==> src/hdl/setgl_pkg.sv <==
// ----------------------------------------------------------------------------
// setgl_pkg
// Types and constants shared by the silhouette edge toggle table modules.
// ----------------------------------------------------------------------------
package setgl_pkg;

    localparam int VTX_W     = 16;
    localparam int RIDX_W    = 8;
    localparam int CNT_OUT_W = 9;
    localparam int SLOT_W    = 8;
    localparam int ENTRY_W   = 2 * VTX_W;
    localparam int S_TDATA_W = 40;
    localparam int S_TUSER_W = 2;
    localparam int M_TDATA_W = 56;
    localparam int M_TUSER_W = 3;

    typedef enum logic [S_TUSER_W-1:0] {
        OP_ADD   = 2'd0,
        OP_READ  = 2'd1,
        OP_CLEAR = 2'd2
    } t_opcode;

    typedef enum logic [M_TUSER_W-1:0] {
        ST_APPENDED = 3'd0,
        ST_REMOVED  = 3'd1,
        ST_DROPPED  = 3'd2,
        ST_READ     = 3'd3,
        ST_CLEARED  = 3'd4
    } t_status;

    typedef enum logic [3:0] {
        DP_NOP,
        DP_LOAD,
        DP_SCAN,
        DP_HIT,
        DP_APPEND,
        DP_DROP,
        DP_LAST_WR,
        DP_RD_ISSUE,
        DP_RD_DONE,
        DP_CLEAR,
        DP_PUSH
    } t_dp_op;

    typedef enum logic [2:0] {
        S_IDLE,
        S_DISPATCH,
        S_SCAN,
        S_LAST_WR,
        S_RD_DONE,
        S_PUSH
    } t_state;

    typedef struct packed {
        t_opcode op;
        logic    hit;
        logic    scan_end;
        logic    full;
        logic    out_free;
    } t_sts;

endpackage

==> src/hdl/setgl_ctrl.sv <==
// ----------------------------------------------------------------------------
// setgl_ctrl
// Sequencer: steps the datapath through add, read and clear operations.
// ----------------------------------------------------------------------------
module setgl_ctrl
    import setgl_pkg::*;
(
    input  logic   i_clk,
    input  logic   i_rst_n,
    input  logic   i_s_tvalid,
    output logic   o_s_tready,
    input  t_sts   i_sts,
    output t_dp_op o_cmd
);

    t_state r_state;
    t_state n_state;

    always_ff @(posedge i_clk) begin
        if (!i_rst_n) begin
            r_state <= S_IDLE;
        end else begin
            r_state <= n_state;
        end
    end

    always_comb begin
        n_state = r_state;
        unique case (r_state)
            S_IDLE: begin
                if (i_s_tvalid) begin
                    n_state = S_DISPATCH;
                end
            end
            S_DISPATCH: begin
                case (i_sts.op)
                    OP_ADD:   n_state = S_SCAN;
                    OP_READ:  n_state = S_RD_DONE;
                    OP_CLEAR: n_state = S_PUSH;
                    default:  n_state = S_IDLE;
                endcase
            end
            S_SCAN: begin
                if (i_sts.hit) begin
                    n_state = S_LAST_WR;
                end else if (i_sts.scan_end) begin
                    n_state = S_PUSH;
                end
            end
            S_LAST_WR: n_state = S_PUSH;
            S_RD_DONE: n_state = S_PUSH;
            S_PUSH: begin
                if (i_sts.out_free) begin
                    n_state = S_IDLE;
                end
            end
            default: n_state = S_IDLE;
        endcase
    end

    always_comb begin
        o_s_tready = 1'b0;
        o_cmd      = DP_NOP;
        unique case (r_state)
            S_IDLE: begin
                o_s_tready = i_rst_n;
                if (i_s_tvalid && i_rst_n) begin
                    o_cmd = DP_LOAD;
                end
            end
            S_DISPATCH: begin
                case (i_sts.op)
                    OP_READ:  o_cmd = DP_RD_ISSUE;
                    OP_CLEAR: o_cmd = DP_CLEAR;
                    default:  o_cmd = DP_NOP;
                endcase
            end
            S_SCAN: begin
                if (i_sts.hit) begin
                    o_cmd = DP_HIT;
                end else if (i_sts.scan_end) begin
                    o_cmd = i_sts.full ? DP_DROP : DP_APPEND;
                end else begin
                    o_cmd = DP_SCAN;
                end
            end
            S_LAST_WR: o_cmd = DP_LAST_WR;
            S_RD_DONE: o_cmd = DP_RD_DONE;
            S_PUSH: begin
                if (i_sts.out_free) begin
                    o_cmd = DP_PUSH;
                end
            end
            default: o_cmd = DP_NOP;
        endcase
    end

endmodule

==> config.mk <==
export PLATFORM = sky130hd
export DESIGN_NAME = setgl_ctrl
export DESIGN_NICKNAME = d
export VERILOG_FILES = /design/src/hdl/setgl_pkg.sv /design/src/hdl/setgl_ctrl.sv
export SDC_FILE = /design/constraint.sdc
export NUM_CORES = 1
export LEC_CHECK = 0
export ABC_AREA = 0
export ABC_CLOCK_PERIOD_IN_PS = 1150
export BUFFER_PORTS_ARGS = -buffer_cell sky130_fd_sc_hd__buf_2
export CORE_AREA = 5 5 42 44
export CTS_CLUSTER_SIZE = 24
export DETAILED_ROUTE_END_ITERATION = 7
export DIE_AREA = 0 0 47 49
export GPL_TIMING_DRIVEN = 0
export HOLD_SLACK_MARGIN = 0.02
export PLACE_DENSITY = 0.47
export REMOVE_ABC_BUFFERS = 1
export SLEW_MARGIN = 20
export SYNTH_ARGS = -nofsm -noshare
export SYNTH_HDL_FRONTEND = slang
export SYNTH_SLANG_ARGS = --single-unit
==> constraint.sdc <==
create_clock -name i_clk -period 1.15 [get_ports i_clk]
set_input_delay 0.1725 -clock i_clk [delete_from_list [all_inputs] [get_ports i_clk]]
set_output_delay 0.1725 -clock i_clk [all_outputs]
set_load 0.05 [all_outputs]
==> metrics.txt <==
# TYPE chip_impl_metric gauge
chip_impl_info{name="status",value="finished, violations left"} 1
chip_impl_info{name="failing_checks",value="negative setup slack"} 1
chip_impl_metric{name="power_report.internal_total",unit="uW"} 353
chip_impl_metric{name="power.share.switching",unit=""} 0.387
chip_impl_metric{name="worst_skew_pair_latency",unit="ps"} 230
chip_impl_info{name="critPathKind",value="reg -> out"} 1
chip_impl_metric{name="globalplace.congestion",unit=""} 0.743
chip_impl_metric{name="fp.dieArea",unit="um^2"} 2300
chip_impl_metric{name="slowest_stage_delay_cp",unit="ps"} 370
chip_impl_metric{name="synthesis.instances",unit=""} 45
chip_impl_info{name="rsz_0062_raised_after_global_routing",value="yes"} 1
chip_impl_metric{name="post_cts_hold_buffer_count",unit=""} 0
chip_impl_metric{name="fill_cells",unit=""} 164
chip_impl_metric{name="total_via_count_in_the_routed_design",unit=""} 410
chip_impl_metric{name="p_switching",unit="uW"} 223
chip_impl_metric{name="detail_route.vias_per_cell",unit=""} 5.00
chip_impl_metric{name="grt_util_all_layers",unit=""} 0.0914
chip_impl_metric{name="grt_max_degree",unit=""} 14
chip_impl_metric{name="period_share",unit=""} 1.22
chip_impl_info{name="worstPathCellList",value="o21ai_2 > a21boi_4 > o32ai_4 > buf_6"} 1
chip_impl_metric{name="routed_wire_length_per_instance",unit="um"} 11.7
chip_impl_metric{name="relSlewSlack",unit=""} 0.807
chip_impl_metric{name="vias_in_the_first_global_route",unit=""} 399
chip_impl_metric{name="layout.cells.non_filler",unit=""} 82
chip_impl_metric{name="report.final.slew_viol_count",unit=""} 0
chip_impl_metric{name="place.port_buffers",unit=""} 13
chip_impl_metric{name="synth-async-reset-ratio",unit=""} 0
chip_impl_metric{name="leak",unit="nW"} 0.261
chip_impl_info{name="crit_slowest_cell",value="dfxtp_4"} 1
chip_impl_metric{name="postRouteWirelength",unit="um"} 963
chip_impl_metric{name="power.share.clock",unit=""} 0.315
chip_impl_info{name="worstSetupStartpointType",value="flip-flop"} 1
chip_impl_metric{name="finish.utilization",unit=""} 0.397
chip_impl_metric{name="ant_nets",unit=""} 0
chip_impl_metric{name="numCtsBuffers",unit=""} 3
chip_impl_metric{name="final-hold-violation-count",unit=""} 0
chip_impl_metric{name="ys.warnings.count",unit=""} 0
chip_impl_metric{name="worst_setup_skew_after_layout",unit="ps"} 0.351
chip_impl_info{name="cts.root.buffer_cell",value="clkbuf_4"} 1
chip_impl_metric{name="post_layout_minimum_cycle_time",unit="ps"} 1400
chip_impl_metric{name="required",unit="ps"} 980
chip_impl_info{name="top_register",value="r_state"} 1
chip_impl_info{name="top_flop_regs",value="r_state x3"} 1
chip_impl_metric{name="max_slew.worst_pin.slew",unit="ps"} 287
chip_impl_metric{name="syn-mean-instance-area",unit="um^2"} 7.56
chip_impl_metric{name="die_x_extent",unit="um"} 47
chip_impl_metric{name="count_of_flip_flops_with_a_built_in_enable_after_synthesis",unit=""} 0
chip_impl_metric{name="floorplan.initialDensity",unit=""} 0.243
chip_impl_info{name="tritoncts_clock_tree",value="yes"} 1
chip_impl_metric{name="synth_cell_types",unit=""} 23
chip_impl_metric{name="die_h",unit="um"} 49
chip_impl_metric{name="setup_violations",unit=""} 5
chip_impl_metric{name="grt_pass1_wl",unit="um"} 1640
chip_impl_metric{name="ctsLongestPathBuffers",unit=""} 2
chip_impl_metric{name="dp_slack",unit="ps"} -522
chip_impl_metric{name="met2WireLength",unit="um"} 429
chip_impl_metric{name="post-route-drc-count",unit=""} 0
chip_impl_metric{name="boundary_pins",unit=""} 14
chip_impl_metric{name="maximum_clock_frequency",unit="MHz"} 715
chip_impl_metric{name="power_frac_comb",unit=""} 0.449
chip_impl_metric{name="power_per_cell_area",unit="nW/um^2"} 1030
chip_impl_metric{name="data_arrival_time_of_the_critical_path",unit="ps"} 1230
chip_impl_metric{name="cap_violations",unit=""} 0
chip_impl_metric{name="ir_drop",unit="uV"} 505
chip_impl_metric{name="ys_seq_area_frac",unit=""} 0.176
chip_impl_info{name="synth_ff_type",value="dfxtp_1"} 1
chip_impl_metric{name="finish.net_count",unit=""} 79
chip_impl_metric{name="drt-met1-wl",unit="um"} 466
chip_impl_metric{name="multi_input_area",unit="um^2"} 268
chip_impl_info{name="hp-class",value="in -> reg"} 1
chip_impl_metric{name="drt_first_pass_iters",unit=""} 4
chip_impl_metric{name="yosys_register_bits",unit=""} 3
chip_impl_metric{name="crit_fanout",unit=""} 7
chip_impl_metric{name="antenna_found_initial",unit=""} 0
chip_impl_metric{name="dp_cells",unit=""} 70
chip_impl_metric{name="cts_htree_levels",unit=""} 1
chip_impl_metric{name="mappedNetlistArea",unit="um^2"} 340
chip_impl_metric{name="met3_wirelength",unit="um"} 68
chip_impl_metric{name="cts.sink_count",unit=""} 3
chip_impl_metric{name="placementRows",unit=""} 14
chip_impl_metric{name="design.core.area",unit="um^2"} 1400
chip_impl_metric{name="drt-initial-drc-count",unit=""} 8
chip_impl_metric{name="seq_area",unit="um^2"} 71.3
chip_impl_metric{name="post-route-worst-setup-slack",unit="ps"} -249
chip_impl_metric{name="area_delta_synth_final",unit="%"} 63.6
chip_impl_info{name="cp-end-kind",value="output port"} 1
chip_impl_metric{name="clkTransAtPathRegs",unit="ps"} 40
chip_impl_metric{name="grt_overflow",unit=""} 0
chip_impl_metric{name="largest_register_ffs",unit=""} 3
chip_impl_metric{name="fraction_of_final_layout_cells_sized_beyond_drive_strength_1",unit=""} 0.485
chip_impl_metric{name="antenna-diode-count",unit=""} 0
chip_impl_metric{name="p_seq_frac",unit=""} 0.236
chip_impl_info{name="highest-signal-layer",value="met3"} 1
==> synth_stat cells (all sizes together), types with 2 or more instances <==
library cell / instances / share of area
o21ai: 2 / 0.029
a21oi: 7 / 0.10
nand3b: 3 / 0.066
nor2: 5 / 0.055
buf: 4 / 0.10
nand2: 2 / 0.022
o32ai: 2 / 0.051
nor3b: 2 / 0.059
inv: 3 / 0.033
o31ai: 2 / 0.044
dfxtp: 3 / 0.18
ha: 3 / 0.11
==> cell usage in the layout (no fill, tap or decap), types with 2 or more instances in the layout <==
master / n
nand3b_1: 3
nor2_1: 5
a21oi_1: 7
buf_2: 8
buf_4: 7
buf_6: 6
nand2_1: 2
ha_1: 3
clkbuf_4: 3
dfxtp_4: 3
o31ai_1: 2
inv_1: 2
==> area by class of cell <==
class,instances,share of cell area
Inverter,3,0.0202
Multi-Input combinational cell,35,0.481
Clock buffer,4,0.0472
Timing Repair Buffer,21,0.288
Sequential cell,3,0.128
Tap cell,16,0.0360
==> power by group through the flow <==
stage          logic (mW)  clock network, mW  registers (mW)
6_report            0.259              0.181           0.136
5_1_grt             0.281              0.203           0.138
4_1_cts             0.248              0.191           0.133
3_5_place_dp        0.188                  0           0.140
3_3_place_gp        0.189                  0           0.141
2_1_floorplan       0.139                  0           0.133
==> logic make-up (layout without fill, tap and decap cells) <==
kind of cell,Yosys count,in the layout,share of synthesized area
buffers and inverters,7,28,0.136
adders and majority gates,3,3,0.110
DFF,3,3,0.176
and+or+nand+nor,14,14,0.239
AOI/OAI and AO/OA,18,18,0.338
==> worst max-delay path: cells and delay by family (launching register included) <==
| kind | cells | cell delay (ps) |
|---|---|---|
| AOI/OAI and AO/OA | 3 | 470 |
| DFF | 1 | 370 |
| buffers and inverters | 1 | 160 |
==> worst paths after layout <==
kind,from,to,slack (ps),cells after the start
setup / recovery,r_state[1],o_cmd[1],-250,4
hold reg to reg,r_state[2],r_state[1],540,1
setup reg to reg,r_state[1],r_state[2],20,5
hold / removal,i_rst_n,r_state[1],230,2
==> metrics by stage <==
| step | setup TNS [ps] | total power [mW] | hold slack [ps] | cell area [um^2] |
|---|---|---|---|---|
| finish | -974 | 0.576 | 231 | 557 |
| global route | -1500 | 0.622 | 247 | 557 |
| floorplan | -2240 | 0.272 | 330 | 305 |
| global placement | -1690 | 0.329 | 477 | 390 |
| detailed placement | -1750 | 0.329 | 477 | 390 |
| CTS | -896 | 0.571 | 228 | 531 |
==> routing by layer <==
layer / up-vias / GRT usage
met2: 13 / 0.129
met5: - / 0
li1: 205 / -
met4: 0 / 0.0138
met1: 192 / 0.133
met3: 0 / 0.0332
==> repair_timing <==
item / in CTS / in global routing
buffers inserted: 8 / 0
gates resized for setup: 20 / 4
pin swaps: 4 / 2
setup endpoints to repair: 7 / 8
hold endpoints to repair: 0 / 0
No activity file was read; power rests on OpenSTA's default activity.
